<file path="config.mk">
export PLATFORM = sky130hd
export DESIGN_NAME = tlca_div
export DESIGN_NICKNAME = d
export VERILOG_FILES = /design/src/hw/rtl/tlca_div.sv
export SDC_FILE = /design/constraint.sdc
export NUM_CORES = 1
export LEC_CHECK = 0
export BUFFER_PORTS_ARGS = -buffer_cell sky130_fd_sc_hd__buf_2
export CAP_MARGIN = 30
export CORE_UTILIZATION = 55
export CTS_CLUSTER_SIZE = 25
export DETAILED_ROUTE_END_ITERATION = 8
export PLACE_DENSITY = 0.73
export SYNTH_ARGS = -nofsm -noshare
export SYNTH_HDL_FRONTEND = slang
export SYNTH_SLANG_ARGS = --single-unit
</file>
<file path="constraint.sdc">
create_clock -name clk_i -period 4.45 [get_ports clk_i]
set_input_delay 0.2225 -clock clk_i [delete_from_list [all_inputs] [get_ports clk_i]]
set_output_delay 0.2225 -clock clk_i [all_outputs]
set_load 0.01 [all_outputs]
</file>
<file path="src/hw/rtl/tlca_div.sv">
// Pipelined restoring divider that rounds to nearest with ties away from zero.
// It returns sign, magnitude and an overflow flag when the quotient exceeds QW bits.
// Depends on nothing.
module tlca_div #(
  parameter int unsigned NUMW = 16,
  parameter int unsigned DENW = 8,
  parameter int unsigned QW   = 8
) (
  input  logic                   clk_i,
  input  logic                   en_i,
  input  logic signed [NUMW-1:0] num_i,
  input  logic [DENW-1:0]        den_i,
  output logic                   neg_o,
  output logic [QW-1:0]          q_o,
  output logic                   ovf_o
);

  localparam int unsigned RW = NUMW + 1;
  localparam int unsigned XW = (RW > DENW + 1 + QW) ? RW : DENW + 1 + QW;

  logic [NUMW-1:0] mag_q;
  logic            neg1_q;
  logic [DENW-1:0] den1_q;
  logic [XW-1:0]   n2;
  logic [XW-1:0]   d2;

  logic [XW-1:0]   r_q   [QW];
  logic [DENW:0]   d2_q  [QW];
  logic [QW-1:0]   q_q   [QW+1];
  logic            neg_q [QW+1];
  logic            ovf_q [QW+1];
  logic [XW-1:0]   r_nx  [QW];
  logic [QW-1:0]   q_nx  [QW];

  assign n2 = XW'({mag_q, 1'b0}) + XW'(den1_q);
  assign d2 = XW'({den1_q, 1'b0});

  always_comb begin
    for (int unsigned s = 0; s < QW; s++) begin
      logic [XW-1:0] sh;
      sh = XW'(d2_q[s]) << (QW - 1 - s);
      q_nx[s] = q_q[s];
      if (r_q[s] >= sh) begin
        r_nx[s] = r_q[s] - sh;
        q_nx[s][QW-1-s] = 1'b1;
      end else begin
        r_nx[s] = r_q[s];
      end
    end
  end

  always_ff @(posedge clk_i) begin
    if (en_i) begin
      mag_q  <= num_i[NUMW-1] ? NUMW'($unsigned(-num_i)) : NUMW'($unsigned(num_i));
      neg1_q <= num_i[NUMW-1];
      den1_q <= den_i;
      r_q[0]   <= n2;
      d2_q[0]  <= {den1_q, 1'b0};
      q_q[0]   <= '0;
      neg_q[0] <= neg1_q;
      ovf_q[0] <= n2 >= (d2 << QW);
      for (int unsigned s = 0; s < QW; s++) begin
        q_q[s+1]   <= q_nx[s];
        neg_q[s+1] <= neg_q[s];
        ovf_q[s+1] <= ovf_q[s];
        if (s + 1 < QW) begin
          r_q[s+1]  <= r_nx[s];
          d2_q[s+1] <= d2_q[s];
        end
      end
    end
  end

  assign neg_o = neg_q[QW];
  assign q_o   = q_q[QW];
  assign ovf_o = ovf_q[QW];

endmodule

</file>
Word level (Yosys, flattened, before mapping):

Memory sizes are Yosys's and may differ from the RTL's.
Cells that the tools add are included.

* flip-flop bits (word level): 25
* bits in writable memories: 298
* word-level logic and storage cells: 45
* memories: 5

Memories
* r_q: words 8, bits a word 17, read ports 8, clocked after Yosys merged registers in 0, wr ports 8, RTL line 27 `logic [XW-1:0] r_q [QW];`
* d2_q: words 8, bits a word 9, read ports 8, clocked after Yosys merged registers in 0, wr ports 8, RTL line 28 `logic [DENW:0] d2_q [QW];`
* q_q: words 9, bits a word 8, read ports 9, clocked after Yosys merged registers in 0, wr ports 9, RTL line 29 `logic [QW-1:0] q_q [QW+1];`
* neg_q: words 9, bits a word 1, read ports 9, clocked after Yosys merged registers in 0, wr ports 9, RTL line 30 `logic neg_q [QW+1];`
* ovf_q: words 9, bits a word 1, read ports 9, clocked after Yosys merged registers in 0, wr ports 9, RTL line 31 `logic ovf_q [QW+1];`

* $add $sub $neg: 9
* order comparisons: 9
* multiplexer cells: 18

Operators by type and width (number)
* $mux 17: 7
* $add 17x8->17: 1
* $ge 17x10->1: 1
* $ge 17x11->1: 1
* $ge 17x12->1: 1
* $ge 17x13->1: 1
* $ge 17x14->1: 1
* $ge 17x15->1: 1
* $ge 17x16->1: 1
* $ge 17x17->1: 1
* $ge 17x9->1: 1
* $sub 17x10->17: 1
* $sub 17x11->17: 1
* $sub 17x12->17: 1
* $sub 17x13->17: 1
* $sub 17x14->17: 1
* $sub 17x15->17: 1
* $sub 17x16->17: 1
* $neg 16->16: 1
* $mux 15: 1
* $mux 1: 10

Depth between registers and ports, before layout:

An unclocked memory read counts as a cell.

* depth after elaboration: 3
* mapped depth: 16
* gate-level depth less buffers: 16

Worst setup path after synthesis:

No wires, ideal clock.

* kind: reg-to-reg
* start: reg den1_q[1]
* end: mem ovf_q[0][0] (data pin)
* library setup time: 0.129 ns
* arrival: 2.832 ns
* data required time: 4.321 ns
* slack: 1.489 ns
* stages on the path, launching flop included: 15
* buffers on the path: 0
* clock period less this slack: 2.961 ns
* path through: edfxtp_1 -> ha_1 -> inv_1 -> fa_1 -> nor2b_1 -> o31ai_1 -> a21oi_1 -> or2_2 -> nand4_1 -> xnor2_1 -> ha_1 -> nand4_1 -> or4_1 -> nor3_1 -> a211o_1

RTL lines
* from (decl): RTL line 23 `logic [DENW-1:0] den1_q;`
* from (signal assigned): RTL line 56 `den1_q <= den_i;`
* to (decl): RTL line 31

==> impl_metrics.json <==
{
  "cts_made_buffers": 29,
  "whs_ns": 0.0284,
  "drtIter0Drc": 373,
  "period_needed_ns": 3.31,
  "place.gp.congestion": 0.892,
  "fmax_mhz": 302,
  "muxShareOfSynthArea": 0.0216,
  "cts_tree": "yes",
  "setup_viol": 0,
  "max_cap_viol_count": 0,
  "core-area_sq_um": 23500,
  "die_h_um": 157,
  "period_share": 0.744,
  "grt_max_degree": 126,
  "crit_family": "simple AND/OR/NAND/NOR gates",
  "wl_mm": 23.3,
  "fin_worst_skew_ns": 0.00949,
  "clkLatencyLatePin_ns": 0.55,
  "syn_inst": 1020,
  "power.static_leakage_nw": 5.63,
  "worstMarginPinSlew_ns": 0.772,
  "synth_nets": 1133,
  "critPathRequiredTime_ns": 4.87,
  "final_common_cell": "edfxtp_1",
  "synth-simple-area-share": 0.105,
  "port_buffers": 35,
  "start_util": 0.562,
  "antenna_cells": 0,
  "syn_area_per_cell_sq_um": 12.9,
  "io_pins": 36,
  "synth_top_family_by_area": "simple AND/OR/NAND/NOR gates",
  "yosysWarnings": 0,
  "post_cts_buffers": 0,
  "crit_chain": "ha_1 > inv_1 > fa_1 > nor2b_1 > o31ai_1 > a21oi_1 > or2_2 > nand4_1 > xnor2_1 > ha_1 > nand4_1 > or4_1 > nor3_1 > a211o_1",
  "path_clk_slew_ns": 0.06,
  "drive_gt1_frac": 0.0984,
  "avgViaCountPerCell": 5.45,
  "nNetsFinal": 1212,
  "layout_common_cells": "edfxtp_1 (271), inv_1 (100), ha_1 (79), o21ai_0 (69), nand2_1 (62)",
  "grt_pass1_wl_mm": 38.1,
  "cts.sinks": 271,
  "hold-path-cell-count": 2,
  "rsz0062_at_grt": "no",
  "grt_pass1_vias": 8225,
  "drtAntennaViolNets": 0,
  "dp_hpwl_mm": 16.5,
  "critPathMaxStageDelay_ns": 0.46,
  "dr.pass1.iters": 4,
  "synthAdderAreaFrac": 0.0871,
  "worst-r2r-cell-count": 14,
  "antenna_found_initial": 0,
  "rows": 56,
  "fillCellCount": 1771,
  "wl_met2_mm": 14.0,
  "drt_drc_violations_left": 0,
  "track_usage": 0.199,
  "max-slew-margin-rel": 0.478,
  "area_growth_pct": 12.7,
  "synth_xor_area_frac": 0.0452,
  "die_area_sq_um": 24600,
  "synth_ff_type": "edfxtp_1",
  "critPathKind": "reg -> reg",
  "die_w_um": 157,
  "hp-class": "in -> reg",
  "clockBufferDepth": 3,
  "synth_top_area_cell": "edfxtp_1",
  "worst-path-buf-inv": 1,
  "synth.area.top_cells": "edfxtp_1 (62%), ha_1 (7.5%), xnor2_1 (2.9%), inv_1 (2.8%), o21ai_0 (2.6%)",
  "worst-path-stages": 14,
  "synth_compound_area_frac": 0.0913,
  "endpoint_kind": "register",
  "cts-root-buf": "clkbuf_16",
  "hold_viol_final": 0,
  "wl_met3_um": 715,
  "syn_area_sq_um": 13200,
  "top_layer": "met4",
  "slew_violations": 0,
  "synth_edf_count": 271,
  "r2r_slack_ns": 1.14,
  "num_vias": 7830,
  "critical_path_arrival_ns": 3.74,
  "wl_per_cell_um": 16.2,
  "synth-async-reset-ratio": 0,
  "ys_ff_latch": 271,
  "yosys.area.top_type_share": 0.617,
  "crit_path_max_fanout": 4,
  "power_density_nw_per_um2": 509,
  "utilization": 0.633,
  "met1Wirelength_mm": 7.93,
  "design_power_total_mw": 7.57,
  "cp-start-kind": "register",
  "setup_tns_ns": 0,
  "vdd_ir_drop_max_uv": 288,
  "htree_levels": 1,
  "synth_cell_types": 60,
  "slowest_stage": "or4_1",
  "globalRoute.totalOverflow": 0,
  "yosysSeqAreaShare": 0.617,
  "status": "finished, final reports clean"
}
## synth_stat cells, types with 3 or more instances
master       n
a2111oi_0    3
a211oi_1     6
a21boi_0     4
a21o_1       8
a21oi_1     43
a31oi_1      3
and2_1       3
and3_1       3
and4b_1      4
clkbuf_1    10
edfxtp_1   271
fa_1         8
ha_1        79
inv_1      100
mux2_2      16
mux2i_1      9
nand2_1     62
nand2b_1    15
nand3_1     14
nand3b_1     7
nand4_1     12
nor2_1      59
nor2b_1     17
nor3_1      26
nor4_1      10
nor4b_1      6
o211ai_1     4
o21a_1      14
o21ai_0     69
o31a_1       5
o31ai_1     11
or2_2        5
or3_1       10
or4_1        5
or4b_2       3
xnor2_1     43
xor2_1      25
## routing by layer
layer | track usage | vias to the layer above
met5 | 0 | -
li1 | - | 3947
met3 | 0.0280 | 38
met4 | 0.0700 | 0
met1 | 0.174 | 3722
met2 | 0.436 | 123
## per-stage QoR
stage          setup WS (ns)  instances  cell area (sq um)
4_1_cts                 1.12       1437              14900
5_1_grt                0.905       1437              14900
3_3_place_gp            1.23       1366              13800
2_1_floorplan           1.49       1020              13200
3_5_place_dp            1.13       1367              13800
6_report                1.14       1437              14900
## logic make-up after synthesis
| kind of cell | after synthesis |
|---|---|
| muxes | 26 |
| and+or+nand+nor | 266 |
| xor gates and xnor gates | 68 |
| AOI/OAI and AO/OA | 191 |
| DFF | 271 |
| adders and majority gates | 87 |
| buffers and inverters | 111 |
## what timing repair did
action / CTS / global route
gates resized for setup: 0 / 0
hold buffers: 20 / 0
hold endpoints to repair: 21 / 0
## cell type report
cell class / count / area [sq um] / area share
flip-flops and latches: 271 / 8140 / 0.548
multi-input cells: 638 / 4630 / 0.311
clock buffers: 35 / 748 / 0.0503
repair buffers: 59 / 432 / 0.0290
well taps: 319 / 399 / 0.0269
inverters: 100 / 375 / 0.0253
clock inverters: 15 / 141 / 0.00951
## path summary, 6_finish.rpt
check                                start     endpoint
worst max register to register   den1_q[1]  ovf_q[0][0]
worst min-delay path              num_i[7]     mag_q[7]
worst min register to register  q_q[0][39]   q_q[0][47]
worst max-delay path             den1_q[1]  ovf_q[0][0]
## sequential cells by signal (all words and copies together), names as in the netlist
signal  cells
q_q        36
neg_q       9
ovf_q       9
d2_q       56
neg1_q      1
mag_q      16
den1_q      8
r_q       136
## where the power goes
group          switching (mW)  internal [mW]
Sequential              0.223           3.35
Combinational           0.965          0.782
Clock                   0.935           1.31
Power figures use the tool's default switching activity.
