### config.mk
export PLATFORM = sky130hd
export DESIGN_NAME = tlca_sqrt
export DESIGN_NICKNAME = d
export VERILOG_FILES = /design/src/hw/rtl/tlca_sqrt.sv
export SDC_FILE = /design/constraint.sdc
export NUM_CORES = 1
export LEC_CHECK = 0
export CORE_ASPECT_RATIO = 2
export CORE_MARGIN = 1
export CORE_UTILIZATION = 45
export DETAILED_ROUTE_END_ITERATION = 12
export DONT_BUFFER_PORTS = 1
export PLACE_DENSITY_LB_ADDON = 0.08
export SLEW_MARGIN = 25
export SYNTH_ARGS = -nofsm -noshare
export SYNTH_HDL_FRONTEND = slang
export SYNTH_SLANG_ARGS = --single-unit
### constraint.sdc
create_clock -name clk_i -period 2.6 [get_ports clk_i]
set_input_delay 0.52 -clock clk_i [delete_from_list [all_inputs] [get_ports clk_i]]
set_output_delay 0.52 -clock clk_i [all_outputs]
set_load 0.1 [all_outputs]
### src/hw/rtl/tlca_sqrt.sv
// Pipelined integer square root, one root bit per stage, rounded to nearest at the end.
// Depends on nothing.
module tlca_sqrt #(
  parameter int unsigned SW = 16,
  parameter int unsigned RB = 8
) (
  input  logic          clk_i,
  input  logic          en_i,
  input  logic [SW-1:0] s_i,
  output logic [RB:0]   root_o
);

  localparam int unsigned TW = 2 * RB + 1;

  logic [TW-1:0] rem_q   [RB];
  logic [RB-1:0] root_q  [RB];
  logic [TW-1:0] rem_in  [RB];
  logic [RB-1:0] root_in [RB];
  logic [TW-1:0] rem_nx  [RB];
  logic [RB-1:0] root_nx [RB];
  logic [RB:0]   out_q;

  always_comb begin
    for (int unsigned s = 0; s < RB; s++) begin
      logic [TW-1:0] trial;
      if (s == 0) begin
        rem_in[s]  = TW'(s_i);
        root_in[s] = '0;
      end else begin
        rem_in[s]  = rem_q[s-1];
        root_in[s] = root_q[s-1];
      end
      trial = (TW'(root_in[s]) << (RB - s)) + (TW'(1) << (2 * (RB - 1 - s)));
      root_nx[s] = root_in[s];
      if (rem_in[s] >= trial) begin
        rem_nx[s] = rem_in[s] - trial;
        root_nx[s][RB-1-s] = 1'b1;
      end else begin
        rem_nx[s] = rem_in[s];
      end
    end
  end

  always_ff @(posedge clk_i) begin
    if (en_i) begin
      for (int unsigned s = 0; s < RB; s++) begin
        rem_q[s]  <= rem_nx[s];
        root_q[s] <= root_nx[s];
      end
      out_q <= (rem_q[RB-1] > TW'(root_q[RB-1])) ? (RB+1)'(root_q[RB-1]) + 1'b1
                                                  : (RB+1)'(root_q[RB-1]);
    end
  end

  assign root_o = out_q;

endmodule

# Word level (Yosys, flattened, before mapping)
# Memory sizes are Yosys's and may differ from the RTL's.
# Index checks and enable logic that the tools add are counted.
[word_totals]
ff_bits = 9
ram_bits = 200
inputBits = 18
word_cells = 48
memories = 2
[memory_table]
columns = ["name", "words", "word_bits", "rd", "rd_ports_with_merged_regs", "write_ports", "line_no", "rtl"]
rows = [
  ["rem_q", 8, 17, 8, 0, 8, "15", "logic [TW-1:0] rem_q [RB];"],
  ["root_q", 8, 8, 8, 0, 8, "16", "logic [RB-1:0] root_q [RB];"],
]
[classes]
n_addsub = 16
n_lt_le_gt_ge = 9
n_mux = 19
[op_table]
columns = ["cell", "count"]
rows = [
  ["$mux 17", 8],
  ["$ge 17x10->1", 1],
  ["$ge 17x11->1", 1],
  ["$ge 17x12->1", 1],
  ["$ge 17x13->1", 1],
  ["$ge 17x14->1", 1],
  ["$ge 17x15->1", 1],
  ["$ge 17x16->1", 1],
  ["$gt 17x8->1", 1],
  ["$sub 16x15->17 const B", 1],
  ["$sub 17x10->17", 1],
  ["$sub 17x11->17", 1],
  ["$sub 17x12->17", 1],
  ["$sub 17x13->17", 1],
  ["$sub 17x14->17", 1],
  ["$sub 17x15->17", 1],
  ["$sub 17x16->17", 1],
  ["$add 15x13->16 const B", 1],
  ["$ge 16x15->1 const B", 1],
  ["$add 14x11->15 const B", 1],
  ["$add 13x9->14 const B", 1],
  ["$add 12x7->13 const B", 1],
  ["$add 11x5->12 const B", 1],
  ["$add 10x3->11 const B", 1],
  ["other kinds (4)", 13],
]

# Logic depth before layout (Yosys ltp)
# Gate-level depths: netlist (run 1).
# An unclocked memory read counts as a cell.
[logic_depth]
depth_word = 4
ltp_mapped = 10
mapped_depth_nobuf = 9

# Least setup slack after synthesis (run 1)
# No wires, ideal clock.
[synth_timing]
path_type = "reg-to-reg"
from = "memory rem_q[1][36] (netlist bit)"
to = "memory rem_q[1][61] (netlist bit) (data pin)"
setup_ps = 259
arrival_time_ps = 2021
slack_ps = 320
path_stages_with_launch = 9
n_path_buf = 1
period_less_slack_ps = 2280
cell_sequence = "edfxtp_1 > ha_1 > o211ai_1 > o21a_1 > a221oi_2 > or3b_1 > buf_6 > and4bb_1 > xor2_1"
[synth_lines]
columns = ["element", "line_no"]
rows = [
  ["start: declaration", "15"],
]

==> impl_metrics.env, run 1 <==
export IMPL_slew_limit_headroom=0.400
export IMPL_p_leak_nw=3.71
export IMPL_synth_top_family_by_area="simple AND/OR/NAND/NOR gates"
export IMPL_synth_compound_area_frac=0.0847
export IMPL_vias=5299
export IMPL_cts_root_buf="clkbuf_16"
export IMPL_numClockSinks=181
export IMPL_synth_cell_types=66
export IMPL_cap_viol_max_count=0
export IMPL_grt_pass1_wl_mm=27.8
export IMPL_yosys_area_share_simple=0.122
export IMPL_gp_congestion=0.835
export IMPL_max_clock_path_buffers=2
export IMPL_synth_top_cell_by_area="edfxtp_1"
export IMPL_status="completed"
export IMPL_avgSynthCellArea_um2=13.1
export IMPL_worstSkewPairLatency_ns=0.43
export IMPL_r2r_start="rem_q[0][59]"
export IMPL_gr_total_overflow=0
export IMPL_multi_input_area_um2=3100
export IMPL_die_w_um=101
export IMPL_path_class="register to register"
export IMPL_die_h_um=200
export IMPL_yosysMostFrequentCell="edfxtp_1"
export IMPL_arrival_ns=2.66
export IMPL_coreArea_um2=18900
export IMPL_initial_core_util=0.464
export IMPL_final_hold_viol_count=0
export IMPL_synth_area_leaders="edfxtp_1, ha_1, xnor2_1, xor2_1, inv_1"
export IMPL_rows=71
export IMPL_io_buffers=0
export IMPL_clk_pin_slew_ns=0.07
export IMPL_maxSlewViolCount=0
export IMPL_endpoint="rem_q[1][14]"
export IMPL_r2r_slack_ns=0.11
export IMPL_grtUsageTotal=0.195
export IMPL_ant_nets=0
export IMPL_place_area_um2=9240
export IMPL_grt_max_degree=182
export IMPL_die_area_um2=20100
export IMPL_netlist_area_um2=8780
export IMPL_cts_setup_buffers=0
export IMPL_synth_seq_cells=181
export IMPL_yosys_warnings=0
export IMPL_rsz0062_at_grt="no"
export IMPL_htree_levels=4
export IMPL_drive_above_1_share=0.110
export IMPL_crit_required_ns=2.77
export IMPL_muxShareOfSynthArea=0.00869
export IMPL_n_fill_cell=1643
export IMPL_synthAdderAreaFrac=0.0727
export IMPL_cts_buffers=17
export IMPL_tightest_slew_ns=0.901
export IMPL_hpwl_mm=13.7
export IMPL_synth_edf_count=181
export IMPL_routed_via_density=5.45
export IMPL_routed_wl_mm=18.2
export IMPL_synth_top_cell_area_share=0.619
export IMPL_first_pass_iters=4
export IMPL_yosysSeqAreaShare=0.619
export IMPL_drc=0
export IMPL_start_kind="register"
export IMPL_finClkSkew_ns=0.00813
export IMPL_finalInstanceArea_um2=9850
export IMPL_r2r_end="rem_q[1][14]"
export IMPL_ir_worst_vdd_uv=576
export IMPL_grt_pass1_vias=5795
export IMPL_syn_to_final_growth_pct=12.2
export IMPL_synth_nets=738
export IMPL_synthTopCellsByCount="edfxtp_1, inv_1, nor2_1, ha_1, nand2_1"
export IMPL_n_antenna_cell=0
export IMPL_fin_setup_tns_ns=0
export IMPL_wire_per_inst_um=18.7
export IMPL_path_max_fanout=4
export IMPL_p_per_area_nw_per_um2=787
export IMPL_setup_viol_count_final=0
export IMPL_crit_start="rem_q[0][59]"
export IMPL_synth_xor_area_frac=0.0619
export IMPL_period_needed_ns=2.49
export IMPL_reg2reg_depth=7
export IMPL_seqCellArea_um2=5440
export IMPL_postCtsHoldBufs=0
export IMPL_fin_crit_sh=0.957
export IMPL_async_flop_share=0
export IMPL_syn_inst=669
export IMPL_ys_dominant_reg_cell="edfxtp_1"
export IMPL_cts_tree="done"
export IMPL_ios=27
export IMPL_antenna_found_initial=0
export IMPL_fin_nets=775
export IMPL_holdCritPathClass="input pin to register"
export IMPL_max_freq_mhz=402
export IMPL_endpoint_kind="register"
export IMPL_drtIter0Drc=215
## cells by family (layout without fill, tap and decap cells)
logic type,Yosys count,after routing
AND/OR/NAND/NOR,194,194
XOR/XNOR,62,62
flip-flops,181,181
buffers and inverters,63,111
other,1,1
adder cells (fa/ha/maj),51,51
AO/OA/AOI/OAI,110,110
multiplexers,7,7
## how the worst min path moves through the flow
| stage | slack, ns | cells after the start | endpoint | start |
|---|---|---|---|---|
| after floorplan | 0.42 | 0 | rem_q[1][19] | rem_q[1][2] |
| after global placement | 0.43 | 0 | root_q[1][14] | root_q[1][6] |
| after detailed placement | 0.43 | 0 | root_q[1][5] | root_q[0][29] |
| after CTS | 0.16 | 0 | rem_q[0][5] | s_i[5] |
| after global routing | 0.16 | 0 | rem_q[0][11] | s_i[11] |
| final | 0.18 | 0 | rem_q[0][12] | s_i[12] |
## power breakdown
part / internal [W] / switching [W]
combinational: 0.000524 / 0.000638
clock: 0.00152 / 0.00112
sequential: 0.00366 / 0.000286
total: 0.00570 / 0.00205
## per-stage QoR
step,utilization,power [W],setup WS [ns],std cells,hold slack [ns]
2_1_floorplan,-,0.00478,0.320,669,0.418
3_3_place_gp,0.488,0.00511,0.0462,942,0.429
3_5_place_dp,0.488,0.00517,0.00448,942,0.435
4_1_cts,0.520,0.00781,0.105,972,0.160
5_1_grt,0.521,0.00808,0.0101,972,0.161
6_report,0.521,0.00775,0.111,972,0.179
## cells in the final DEF, fill, tap and decap left out, drive strengths merged, types with 4 or more instances in the layout
master,netlist,routed
nor2,53,53
nand4b,4,4
nand2b,5,5
nand4,8,8
buf,5,23
nor4,17,17
a21oi,33,33
ha,51,51
nor4b,5,5
nor3,20,20
clkbuf,0,17
edfxtp,181,181
mux2,5,5
a21o,4,4
o31ai,5,5
inv,58,63
nor2b,11,11
o21ai,30,30
nand3,6,6
o21a,13,13
xor2,29,29
xnor2,33,33
or3,4,4
nand2,36,36
nor3b,4,4
## registers in the layout, indices dropped and copies added, names as in the netlist
name and cells:
root_o 9, root_q 36, rem_q 136
## layout make-up
cell class                      count  area share
Timing Repair Buffer               23      0.0188
Sequential cell                   181       0.552
Tap cell                          255      0.0324
Inverter                           58      0.0221
Clock buffer                       17      0.0432
Clock inverter                     13      0.0175
Multi-Input combinational cell    425       0.314
## worst max-delay path, stage by stage, from the launching register on
cell and delay, ns:
edfxtp_1 0.42, ha_1 0.37, nor2b_1 0.15, o21ai_0 0.31
a21boi_0 0.18, o21ai_0 0.38, nor3b_1 0.32, xor2_1 0.10
## per-layer routing
layer  vias up  track usage  share of wire
met5         -            0              0
met4         0        0.136          0.058
met3        49       0.0276          0.018
met2        97        0.446           0.66
met1      2606        0.119           0.26
li1       2547            -              -
## repair_timing
item                       CTS  global route
gates resized for setup      1             3
hold endpoints to repair     0             0
setup endpoints to repair    1             9
Power figures use the tool's default switching activity.
==> inputs of run 2 (changes only) <==
==> constraint.sdc (replaced) <==
create_clock -name clk_i -period 2.14 [get_ports clk_i]
set_input_delay 0.428 -clock clk_i [delete_from_list [all_inputs] [get_ports clk_i]]
set_output_delay 0.428 -clock clk_i [all_outputs]
set_load 0.1 [all_outputs]
==> run 2 against run 1 <==
Effect of this change: the run now ends with negative setup slack left; final area grew 20%; clock power grew 18%; clock skew grew 0.0014 ns; critical path depth grew 2; total power grew 31%; core utilization grew 10 points; sequential power grew 20%; critical path type unchanged.
==> impl_metrics.env, run 2 (synthesis gave the netlist of run 1 again) <==
export IMPL_ir_worst_vdd_uv=762
export IMPL_ios=27
export IMPL_fin_nets=924
export IMPL_cts_tree="done"
export IMPL_die_w_um=101
export IMPL_routed_via_density=5.37
export IMPL_largest_reg_flops=136
export IMPL_p_leak_nw=4.55
export IMPL_maxSlewViolCount=0
export IMPL_arrival_ns=2.57
export IMPL_cts_buffers=17
export IMPL_holdCritPathClass="input pin to register"
export IMPL_cp_buffers_inverters=2
export IMPL_crit_required_ns=2.32
export IMPL_p_per_area_nw_per_um2=863
export IMPL_critPathSlowestCell="or4_4"
export IMPL_final_hold_viol_count=0
export IMPL_gr_total_overflow=0
export IMPL_path_cells="ha_2 -> or4_4 -> nor4_4 -> nand2_2 -> nor2_4 -> inv_4 -> buf_4 -> nand3_2 -> xnor2_2"
export IMPL_cap_viol_max_count=0
export IMPL_worstSkewPairLatency_ns=0.44
export IMPL_place_area_um2=10100
export IMPL_finClkSkew_ns=0.00955
export IMPL_cp_num_cells=9
export IMPL_path_max_fanout=3
export IMPL_grt_max_degree=182
export IMPL_gp_congestion=0.874
export IMPL_cts_root_buf="clkbuf_16"
export IMPL_path_class="register to register"
export IMPL_period_needed_ns=2.38
export IMPL_multi_input_area_um2=3830
export IMPL_drive_above_1_share=0.396
export IMPL_die_h_um=200
export IMPL_post_place_ws_ns=-0.275
export IMPL_antenna_found_initial=0
export IMPL_routed_wl_mm=20.9
export IMPL_fin_crit_sh=1.11
export IMPL_coreArea_um2=18900
export IMPL_reg2reg_depth=9
export IMPL_rsz0062_at_grt="yes"
export IMPL_numClockSinks=181
export IMPL_min_path_cells=0
export IMPL_initial_core_util=0.464
export IMPL_grt_pass1_vias=6645
export IMPL_rows=71
export IMPL_start_kind="register"
export IMPL_n_antenna_cell=0
export IMPL_die_area_um2=20100
export IMPL_timing_hold_ws_ns=0.0798
export IMPL_n_fill_cell=1477
export IMPL_max_freq_mhz=420
export IMPL_final_common_cell="edfxtp_1"
export IMPL_io_buffers=0
export IMPL_layout_common_cells="edfxtp_1, buf_4, inv_1, nor2_1, ha_1"
export IMPL_critPathTopFamily="simple AND/OR/NAND/NOR gates"
export IMPL_seqCellArea_um2=5440
export IMPL_clk_pin_slew_ns=0.07
export IMPL_ant_nets=0
export IMPL_drtIter0Drc=212
export IMPL_finalInstanceArea_um2=11800
export IMPL_grtUsageTotal=0.219
export IMPL_setup_viol_count_final=42
export IMPL_regMostFlops="rem_q"
export IMPL_grt_pass1_wl_mm=31.3
export IMPL_syn_to_final_growth_pct=34.5
export IMPL_postCtsHoldBufs=0
export IMPL_hpwl_mm=14.9
export IMPL_endpoint_kind="register"
export IMPL_max_clock_path_buffers=2
export IMPL_htree_levels=4
export IMPL_drc=0
export IMPL_wire_per_inst_um=18.6
export IMPL_vias=6034
export IMPL_first_pass_iters=4
export IMPL_fin_ws_ns=-0.244
export IMPL_status="finished, violations left"
export IMPL_cpPeakStageDelay_ns=0.56
export IMPL_violations="negative setup slack"
## run 2: cell count changes in the layout (fill, tap and decap cells not counted), sizes merged
cell      change
buf         +148
inv           +3
bufinv        -2
clkbuf        +1
clkinv        +1
clkinvlp      -1
or3b          +1
## run 2: metrics by stage
stage	power (W)	utilization	TNS (ns)	cells
final	0.0102	0.624	-4.93	1123
after global routing	0.0106	0.624	-9.19	1123
after CTS	0.0100	0.597	-5.09	1103
after detailed placement	0.00665	0.533	-11.40	1048
after global placement	0.00656	0.533	-6.44	1048
after floorplan	0.00583	-	-0.198	669
## run 2: what timing repair did
| item | CTS | global route |
|---|---|---|
| gates cloned | 4 | 0 |
| setup buffers | 19 | 23 |
| endpoints found under the setup margin | 82 | 78 |
| resized for setup | 100 | 83 |
| pin swaps | 33 | 38 |
## run 2: routing by layer
layer	part of all wire	GRT usage
met3	0.017	0.0290
met1	0.25	0.132
met4	0.082	0.191
met5	0	0
met2	0.65	0.487
## run 2: final timing paths
| path | endpoint | slack, ns | from |
|---|---|---|---|
| min | rem_q[0][10] | 0.08 | s_i[10] |
| max reg2reg | rem_q[1][50] | -0.24 | rem_q[1][26] |
| max | rem_q[1][50] | -0.24 | rem_q[1][26] |
| min reg2reg | rem_q[0][56] | 0.45 | rem_q[0][39] |
## run 2: where the power goes
group          internal, W  switching (W)  total (W)  leakage, nW
clock network      0.00166        0.00145    0.00312        0.283
logic              0.00119        0.00114    0.00233         2.52
registers          0.00444       0.000294    0.00473         1.74
total              0.00730        0.00289     0.0102         4.55
## run 2: layout make-up
class	instances	share of cell area
tap	255	0.0270
multi-input combinational	426	0.325
inverter	58	0.0187
timing repair buffer	171	0.119
clock inverter	14	0.0135
sequential	181	0.460
clock buffer	18	0.0364
