`config.mk`:
```
export PLATFORM = sky130hd
export DESIGN_NAME = tlca_mul
export DESIGN_NICKNAME = d
export VERILOG_FILES = /design/src/hw/rtl/tlca_pkg.sv /design/src/hw/rtl/tlca_mul.sv
export SDC_FILE = /design/constraint.sdc
export NUM_CORES = 1
export LEC_CHECK = 0
export BUFFER_PORTS_ARGS = -buffer_cell sky130_fd_sc_hd__buf_4
export CORE_MARGIN = 2
export CORE_UTILIZATION = 30
export DETAILED_ROUTE_END_ITERATION = 7
export GPL_TIMING_DRIVEN = 1
export PLACE_DENSITY_LB_ADDON = 0.25
export SETUP_SLACK_MARGIN = 0.4
export SYNTH_ARGS = -nofsm -noshare
export SYNTH_HDL_FRONTEND = slang
export SYNTH_SLANG_ARGS = --single-unit
```
`constraint.sdc`:
```
create_clock -name clk_i -period 8.7 [get_ports clk_i]
set_input_delay 1.305 -clock clk_i [delete_from_list [all_inputs] [get_ports clk_i]]
set_output_delay 1.305 -clock clk_i [all_outputs]
set_load 0.05 [all_outputs]
```
`src/hw/rtl/tlca_pkg.sv`:
```
// Shared types, constants and helper functions for the two-line closest approach block.
// The top level and the multiplier import this package.
// It has no dependencies.
package tlca_pkg;

  localparam int unsigned COORD_WIDTH = 24;
  localparam int unsigned MUL_BUDGET = 1024;

  typedef logic signed [COORD_WIDTH-1:0] coord_t;

  typedef struct packed {
    coord_t a1_x;
    coord_t a1_y;
    coord_t a1_z;
    coord_t a2_x;
    coord_t a2_y;
    coord_t a2_z;
    coord_t b1_x;
    coord_t b1_y;
    coord_t b1_z;
    coord_t b2_x;
    coord_t b2_y;
    coord_t b2_z;
  } tlca_in_t;

  typedef struct packed {
    coord_t                 mid_x;
    coord_t                 mid_y;
    coord_t                 mid_z;
    coord_t                 gap_x;
    coord_t                 gap_y;
    coord_t                 gap_z;
    logic [COORD_WIDTH-1:0] distance;
    logic                   parallel;
  } tlca_out_t;

  // Widest digit of the second operand that keeps one partial product within budget.
  function automatic int unsigned mul_dig(input int unsigned aw);
    int unsigned d;
    d = 1;
    for (int unsigned k = 1; k <= 64; k++) begin
      if (aw * k <= MUL_BUDGET) begin
        d = k;
      end
    end
    return d;
  endfunction

  // Stage count of the digit-serial multiplier: sign stage, one stage per digit, sign fix stage.
  function automatic int unsigned mul_lat(input int unsigned aw, input int unsigned bw);
    int unsigned n;
    int unsigned dig;
    dig = mul_dig(aw);
    n = 0;
    for (int unsigned k = 1; k <= 64; k++) begin
      if (n == 0 && k * dig >= bw) begin
        n = k;
      end
    end
    return n + 2;
  endfunction

endpackage

```
`src/hw/rtl/tlca_mul.sv`:
```
// Pipelined signed multiplier that takes the second operand one digit per stage.
// Uses mul_dig and mul_lat from tlca_pkg.
module tlca_mul import tlca_pkg::*; #(
  parameter int unsigned AW = 8,
  parameter int unsigned BW = 8
) (
  input  logic                    clk_i,
  input  logic                    en_i,
  input  logic signed [AW-1:0]    a_i,
  input  logic signed [BW-1:0]    b_i,
  output logic signed [AW+BW-1:0] p_o
);

  localparam int unsigned DIG = mul_dig(AW);
  localparam int unsigned NDIG = mul_lat(AW, BW) - 2;
  localparam int unsigned BPW = NDIG * DIG;
  localparam int unsigned PW = AW + BW;

  logic [AW-1:0]     ma_q  [NDIG];
  logic [BPW-1:0]    mb_q  [NDIG];
  logic              neg_q [NDIG+1];
  logic [PW-1:0]     acc_q [NDIG+1];
  logic [AW+DIG-1:0] pp    [NDIG];
  logic [PW-1:0]     p_q;

  always_comb begin
    for (int unsigned j = 0; j < NDIG; j++) begin
      pp[j] = (AW+DIG)'(ma_q[j]) * (AW+DIG)'(mb_q[j][j*DIG +: DIG]);
    end
  end

  always_ff @(posedge clk_i) begin
    if (en_i) begin
      ma_q[0]  <= a_i[AW-1] ? AW'($unsigned(-a_i)) : AW'($unsigned(a_i));
      mb_q[0]  <= b_i[BW-1] ? BPW'($unsigned(-b_i)) : BPW'($unsigned(b_i));
      neg_q[0] <= a_i[AW-1] ^ b_i[BW-1];
      acc_q[0] <= '0;
      for (int unsigned j = 0; j < NDIG; j++) begin
        acc_q[j+1] <= acc_q[j] + (PW'(pp[j]) << (j * DIG));
        neg_q[j+1] <= neg_q[j];
        if (j + 1 < NDIG) begin
          ma_q[j+1] <= ma_q[j];
          mb_q[j+1] <= mb_q[j];
        end
      end
      p_q <= neg_q[NDIG] ? -acc_q[NDIG] : acc_q[NDIG];
    end
  end

  assign p_o = p_q;

endmodule

```
; Word level (Yosys, flattened, before mapping)
; Memories as Yosys holds them, arrays and structs flattened.
; Index checks and enable logic that the tools add are counted.
[word_totals]
ram_bits = 50
regBits = 16
out_inout_bits = 16
memories = 4
elab_cells = 16
[classes]
n_mul = 1
n_addsub = 4
mux = 5
bitwise_logic = 1
[mem_list]
columns = name, words, width, read_ports, rd_ports_with_merged_regs, write_ports, line
row1 = acc_q, 2, 16, 2, 0, 2, tlca_mul.sv:22  ; logic [PW-1:0] acc_q [NDIG+1];
row2 = ma_q, 1, 8, 1, 0, 1, tlca_mul.sv:19  ; logic [AW-1:0] ma_q [NDIG];
row3 = mb_q, 1, 8, 1, 0, 1, tlca_mul.sv:20  ; logic [BPW-1:0] mb_q [NDIG];
row4 = neg_q, 2, 1, 2, 0, 2, tlca_mul.sv:21  ; logic neg_q [NDIG+1];
[ops]
columns = operator, count
row1 = multiplier 8 x 64 -> 16 bit, 1
row2 = adder 16 bit, 1
row3 = two-way mux 16 bit, 1
row4 = two-way mux 8 bit, 2
row5 = negation 16 bit, 1
row6 = negation 8 bit, 2
row7 = two-way mux 1 bit, 2
row8 = XOR 1 bit, 1

; Longest topological paths before layout
; Gate-level depths: netlist (run 1).
; An unclocked memory read counts as a cell.
[logic_depth]
depth_word = 3
depth_mapped = 15
ltp_nobuf = 15

; Worst setup path before layout (run 1)
; No wires, ideal clock.
[synth_path]
path_type = register to register
startpoint = memory ma_q[0][7]
endpoint = memory acc_q[0][30] (netlist bit), data pin
arrival_time_ns = 3.938
stages_incl_launch_ff = 13
synth_period_minus_slack_ns = 4.197
required_ns = 8.441
n_path_buf = 0
setup_slack_ns = 4.503
path_cell_list = edfxtp_1 and2_1 fa_1 fa_1 fa_1 inv_1 fa_1 inv_1 ha_1 nor2_1 or2_2 or2_1 a211o_1
[synth_lines]
columns = element, line
row1 = start: declaration, tlca_mul.sv:19
row2 = end: declaration, tlca_mul.sv:22

==> results of run 1 <==
worst max-delay path, stage by stage (launching register included):
cell      delay [ps]
edfxtp_1         520
and2_1           240
fa_1             500
fa_1             510
fa_1             540
inv_1             50
fa_1             530
inv_1             40
ha_1             250
or3_1            390
nor3_1           270
or2_1            220
o311ai_1         120
registers in the layout, indices dropped and copies added (netlist names):
| signal | flops |
|---|---|
| mb_q | 8 |
| acc_q | 16 |
| ma_q | 8 |
| neg_q | 2 |
| p_o | 16 |
where the power goes:
group / switching [mW] / total (mW) / internal, mW / leakage (nW)
Combinational: 0.518 / 0.915 / 0.397 / 1.55
Sequential: 0.0542 / 0.440 / 0.386 / 0.491
Clock: 0.0917 / 0.199 / 0.107 / 0.0679
Total: 0.664 / 1.55 / 0.890 / 2.11
layer usage:
layer | routed length [um] | GRT usage
met5 | 0 | 0
met4 | 90 | 0.0320
met3 | 289 | 0.0221
met2 | 3280 | 0.170
met1 | 3670 | 0.134
cell families after synthesis:
group,Yosys count,share of synthesized area
flops,50,0.352
mux,2,0.00499
buf+inv,64,0.0567
compound gates,40,0.0652
xor+xnor,34,0.0699
simple gates,131,0.167
fa+ha+maj,75,0.284
path summary, 6_finish.rpt:
path                            depth (start not counted)                      to
worst min register to register                          0   neg_q[0][1]$_DFFE_PP_
worst max-delay path                                   12  acc_q[0][28]$_DFFE_PP_
worst min-delay path                                    0   neg_q[0][1]$_DFFE_PP_
worst max register to register                         12  acc_q[0][28]$_DFFE_PP_
placed cells by master, fill, tap and decap left out, types with 3 or more instances in the layout:
master and n:
edfxtp_1 50, nor2_1 12, nand2b_1 6, nand2_1 33, xor2_1 8, inv_1 60, and2_1 51, or3_1 6
clkbuf_16 5, nor2b_1 3, nand3_1 3, fa_1 36, ha_1 39, nor3_1 5, o21ai_0 14, o31ai_1 4
a21oi_1 4, buf_4 33, xnor2_1 26
area by class of cell:
class / count / area share
multi-input cells: 282 / 0.518
flip-flops and latches: 50 / 0.309
repair buffers: 33 / 0.0510
inverters: 60 / 0.0463
well taps: 180 / 0.0463
clock buffers: 5 / 0.0257
clock inverters: 3 / 0.00412
stage by stage:
step           power, mW  std cells  hold WS (ps)  utilization
3_5_place_dp        1.36        605           496        0.340
2_1_floorplan       1.16        396           400            -
5_1_grt             1.71        613           540        0.350
6_report            1.55        613           522        0.350
4_1_cts             1.57        613           518        0.350
3_3_place_gp        1.35        605           497        0.340
==> metrics.md, run 1 <==
| Metric | Value |
|---|---|
| Status | complete, no violations |
| CTS tree | built |
| FF+latch count, synth | 50 |
| Pin count of the biggest net entering global routing | 51 |
| Post CTS Setup Buffer Count | 0 |
| WL final | 7.33 mm |
| Synth Instances | 396 |
| Leak Pwr | 2.11 nW |
| Initial antenna violation count | 0 |
| Max VDD drop | 105 uV |
| Worst Max-Slew Pin Slew | 616 ps |
| Clock latency on the worst-skew pair | 290 ps |
| Syn Area/Cell | ~11 sq um |
| Boundary Pins | 34 |
| Max Clock Freq | 0.225 GHz |
| Critical Path AT | 4470 ps |
| Synth Warn # | 0 |
| Post-synth top area share | 0.352 |
| DR vias/cell | around 4.5 |
| Routability cong. | 0.868 |
| Via count | 2756 |
| Global route total overflow | 0 |
| PortBufs | 33 |
| Cell area power density | between 300 and 400 nW/um^2 |
| Total nets after synthesis | about 500 |
| Clock Skew | between 6 and 7 ps |
| Min-delay src | neg_q[0][0]$_DFFE_PP_ |
| Setup WS pre-CTS | 4260 ps |
| CTS root buf | clkbuf_16 |
| Core area | 13900 sq um |
| Cell Rows | 43 |
| Dpl cell area | 4720 sq um |
| Post-cts sizing count | 0 |
| First-pass GRT wire length | 12.4 mm |
| Nets | 525 |
| Vias in the first global route | 2761 |
| Minimum clock period | 4450 ps |
| Post-synth EDFFs | 50 |
| Total track usage | 0.103 |
| Post-synth top area cell | edfxtp_1 |
| Ant. Diodes | 0 |
| Placed wire-length estimate | 5.87 mm |
| Die H | 123 um |
| Min-delay worst type | reg2reg |
| Ranking of synthesized cells by area | edfxtp_1 35%, fa_1 17%, ha_1 11% |
| Critical path class | reg2reg |
| Required time of the critical path | 8720 ps |
| Worst Path Max Fanout | 8 |
| Initial core utilization | 0.307 |
| Layout area overhead | 14.1% |
| Synthesized area | 4260 sq um |
| Max Cap Violations | 0 |
| Max_slew headroom | 0.589 |
| CTS max path bufs | 2 |
| Initial DRC Count | 109 |
| Final Max Slew Viols | 0 |
| Layout cells sized above 1 | 0.104 |
| Post-route ant nets | 0 |
| RSZ-0062 raised after global routing | false |
| # hold bufs at CTS | 0 |
| DIE WIDTH | 123 um |
| Synth cell count leaders | 60 x inv_1, 51 x and2_1, 50 x edfxtp_1, 39 x ha_1, 36 x fa_1 |
| Startpoint types | flip-flop |
| Post-Route Setup TNS | 0 ps |
| H-tree levels | 2 |
| FF+latch area | between 1500 and 2000 sq um |
| Top FF cell, synth | edfxtp_1 |
| CP endpoint kind | flip-flop |
| Remaining DRCs | 0 |
| Die footprint | 15200 sq um |
| R2r startpoint | ma_q[0][7]$_SDFFCE_PN0P_ |
| Final hold vios | 0 |
| Post-synth cell types | 44 |
| Most common cell in the netlist | inv_1 |
| Sink Count | 50 |
| Num CTS Buffers | 5 |
| Final Cycle Share | 0.512 |
| Setup crit start | ma_q[0][7]$_SDFFCE_PN0P_ |
| First drt pass iteration count | 4 |
| Area of the multi-input gates | between 2000 and 3000 sq um |
| Final Instance Area | 4860 sq um |
| Seq/Total Area, Yosys | 0.352 |
| Final setup viols | 0 |
| Fillers | ~1400 |
| Worst Slack Setup Final | about 4200 ps |
| Ys async rst share | 0 |
| R2R Setup Slk | 4250 ps |
| Clock slew at reported path FFs | 70 ps |
| Avg WL per Cell | about 12 um |
Power figures use the tool's default switching activity.
==> run 2: changes to the inputs <==
- clock period: 8.7 -> 3.8 ns (I/O delays scaled with it)
==> metrics.md, run 2 (same netlist as run 1, synthesis figures left out) <==
| Metric | Value |
|---|---|
| Die H | 123 um (unchanged) |
| Num CTS Buffers | 5 (unchanged) |
| CP endpoint kind | flip-flop |
| Pint | 2.91 mW (+230%) |
| Commonest non-fill, non-tap cell in the layout | buf_4 |
| Worst Path Buf+Inv | 2 (unchanged) |
| Routability cong. | 0.778 (-10%) |
| Initial core utilization | 0.307 (unchanged) |
| Required time of the critical path | 3840 ps (-4880 ps) |
| Initial antenna violation count | 0 (unchanged) |
| Remaining DRCs | 0 (unchanged) |
| Critical path class | reg2reg |
| Min-delay worst type | in2reg |
| Worst path max stage delay | 550 ps (about the same) |
| Worst Max-Slew Pin Slew | 630 ps (+13.7 ps) |
| Max_slew headroom | 0.580 (-0.00912) |
| Post-Route Setup TNS | -1370 ps (-1370 ps) |
| Final hold vios | 0 (unchanged) |
| DR vias/cell | 4.32 (-3.9%) |
| RSZ-0062 raised after global routing | true |
| Placed wire-length estimate | 6.25 mm (+6.6%) |
| Overall Power | 4.79 mW (+210%) |
| Worst setup path endpoint | acc_q[0][30]$_DFFE_PP_ |
| Die footprint | 15200 sq um (unchanged) |
| Max Cap Violations | 0 (unchanged) |
| Worst path slowest cell | fa_1 |
| Total track usage | 0.117 (+0.0141) |
| Max Clock Freq | 0.244 GHz (+8.9%) |
| Final Cycle Share | 1.08 (+0.565) |
| DIE WIDTH | 123 um (unchanged) |
| Setup crit start | ma_q[0][2]$_DFFE_PP_ |
| Crit path depth | 12 (unchanged) |
| Switching Fraction | 0.393 (-0.0342) |
| Most frequent cells in the layout | 81 x buf_4, 51 x inv_1, 50 x edfxtp_1 |
| Cell area power density | 847 nW/um^2 (+170%) |
| Pin count of the biggest net entering global routing | 51 (unchanged) |
| Nets | 583 (+11%) |
| Clock slew at reported path FFs | 70 ps (about the same) |
| Startpoint types | flip-flop |
| Switching pwr | 1.88 mW (+180%) |
| Core area | 13900 sq um (unchanged) |
| Reg power frac | 0.206 (-0.077) |
| Vias in the first global route | 3100 (+12%) |
| Final Max Slew Viols | 0 (unchanged) |
| Clock power frac | 0.110 (-0.018) |
| Sink Count | 50 (unchanged) |
| Post-route ant nets | 0 (unchanged) |
| Critical Path AT | 4130 ps (-340 ps) |
| Final setup viols | 7 (+7) |
| CP cell instances | and2_4 > fa_1 > fa_1 > fa_1 > inv_2 > fa_1 > inv_2 > ha_4 > nor2_2 > or2_4 > or2_4 > a211o_1 |
| Status | finished, violations left |
| Setup WS pre-CTS | -326 ps (-4590 ps) |
| Comb pwr share | 0.684 (+0.095) |
| H-tree levels | 2 (unchanged) |
| Largest delay contributor family on the critical path | adder cells |
| CTS root buf | clkbuf_16 |
| Avg WL per Cell | 11.8 um (-1.1%) |
| Fillers | 1351 (-4.5%) |
| Via count | 2898 (+5.2%) |
| Worst Path Max Fanout | 6 (-2) |
| Layout area overhead | 32.7% |
| Global route total overflow | 0 (unchanged) |
| First drt pass iteration count | 4 (unchanged) |
| Layout cells sized above 1 | 0.326 (+0.222) |
| Initial DRC Count | 84 (-23%) |
| Cell Rows | 43 (unchanged) |
| CTS tree | built |
| Ant. Diodes | 0 (unchanged) |
| Leak Pwr | 2.46 nW (+17%) |
| CTS max path bufs | 2 (unchanged) |
| R2r startpoint | ma_q[0][2]$_DFFE_PP_ |
| Clock Skew | 8.65 ps (+2.53 ps) |
| Worst Slack Setup Final | -291 ps (-4540 ps) |
| RR Endpoint | acc_q[0][30]$_DFFE_PP_ |
| Minimum clock period | 4090 ps (-362 ps) |
| Reg2reg path depth | 12 (unchanged) |
| Max VDD drop | 391 uV (+270%) |
| PortBufs | 33 (unchanged) |
| Most used cell, CP | fa_1 |
| Violated checks | negative setup slack |
| WL final | 7.93 mm (+8.3%) |
| Clock latency on the worst-skew pair | 300 ps (about the same) |
| Boundary Pins | 34 (unchanged) |
| First-pass GRT wire length | 13.9 mm (+11%) |
| R2R Setup Slk | -290 ps (-4540 ps) |
-- run 2: cell types whose count changed in the layout (fill, tap and decap cells not counted), moves of 9 or more --
cell    delta
and2_4    +16
inv_1      -9
buf_6     +10
inv_2      +9
buf_4     +48
and2_1    -16
-- run 2: per-layer routing --
layer / vias up / GRT usage / routed length [um]
met1: 1326 / 0.140 / 3590
met4: 0 / 0.0391 / 172
met2: 55 / 0.207 / 3880
li1: 1501 / - / -
met3: 16 / 0.0244 / 286
met5: - / 0 / 0
-- run 2: how the worst min path moves through the flow --
stage	depth (start not counted)	slack, ps	from	to
2_1_floorplan	0	400	neg_q[0][0]$_DFFE_PP_	neg_q[0][1]$_DFFE_PP_
3_3_place_gp	0	500	neg_q[0][0]$_DFFE_PP_	neg_q[0][1]$_DFFE_PP_
3_5_place_dp	0	510	neg_q[0][0]$_DFFE_PP_	neg_q[0][1]$_DFFE_PP_
4_1_cts	1	450	a_i[0]	ma_q[0][0]$_DFFE_PP_
5_1_grt	1	460	a_i[0]	ma_q[0][0]$_DFFE_PP_
6_report	1	470	a_i[0]	ma_q[0][0]$_DFFE_PP_
-- run 2: worst register-to-register path, cell delays in order, from the launching register on --
cell and delay (ps):
edfxtp_1 500, and2_4 200, fa_1 550, fa_1 430, fa_1 530, inv_2 40
fa_1 510, inv_2 50, ha_4 270, nor2_2 40, or2_4 230, or2_4 240
a211o_1 250
-- run 2: per-stage QoR --
stage / area, sq um / hold slack, ps / cells / utilization
final: 5650 / 467 / 671 / 0.407
after global routing: 5650 / 460 / 671 / 0.407
after CTS: 5560 / 454 / 666 / 0.400
after detailed placement: 5120 / 506 / 644 / 0.369
after global placement: 5120 / 500 / 644 / 0.369
after floorplan: 4370 / 400 / 396 / -
-- run 2: timing repair --
action	CTS	global route
hold buffers	0	0
endpoints found under the hold margin	0	0
resized for setup	38	12
buffers inserted	14	5
cloned	0	0
setup endpoints to repair	11	11
pin swaps	34	9
-- run 2: layout make-up --
class / instances / area (sq um) / share of cell area
Sequential cell: 50 / 1500 / 0.266
Multi-Input combinational cell: 282 / 2810 / 0.497
Tap cell: 180 / 225 / 0.0398
Inverter: 60 / 225 / 0.0398
Clock inverter: 3 / 47.5 / 0.00841
Timing Repair Buffer: 91 / 721 / 0.128
Clock buffer: 5 / 125 / 0.0221
-- run 2: power groups by stage --
stage          Sequential (mW)  Combinational, mW  Clock [mW]
5_1_grt                   1.01               3.65       0.572
6_report                 0.989               3.27       0.526
3_3_place_gp              1.00               2.71           0
2_1_floorplan             1.17               1.74           0
3_5_place_dp              1.01               2.71           0
4_1_cts                  0.993               3.12       0.548
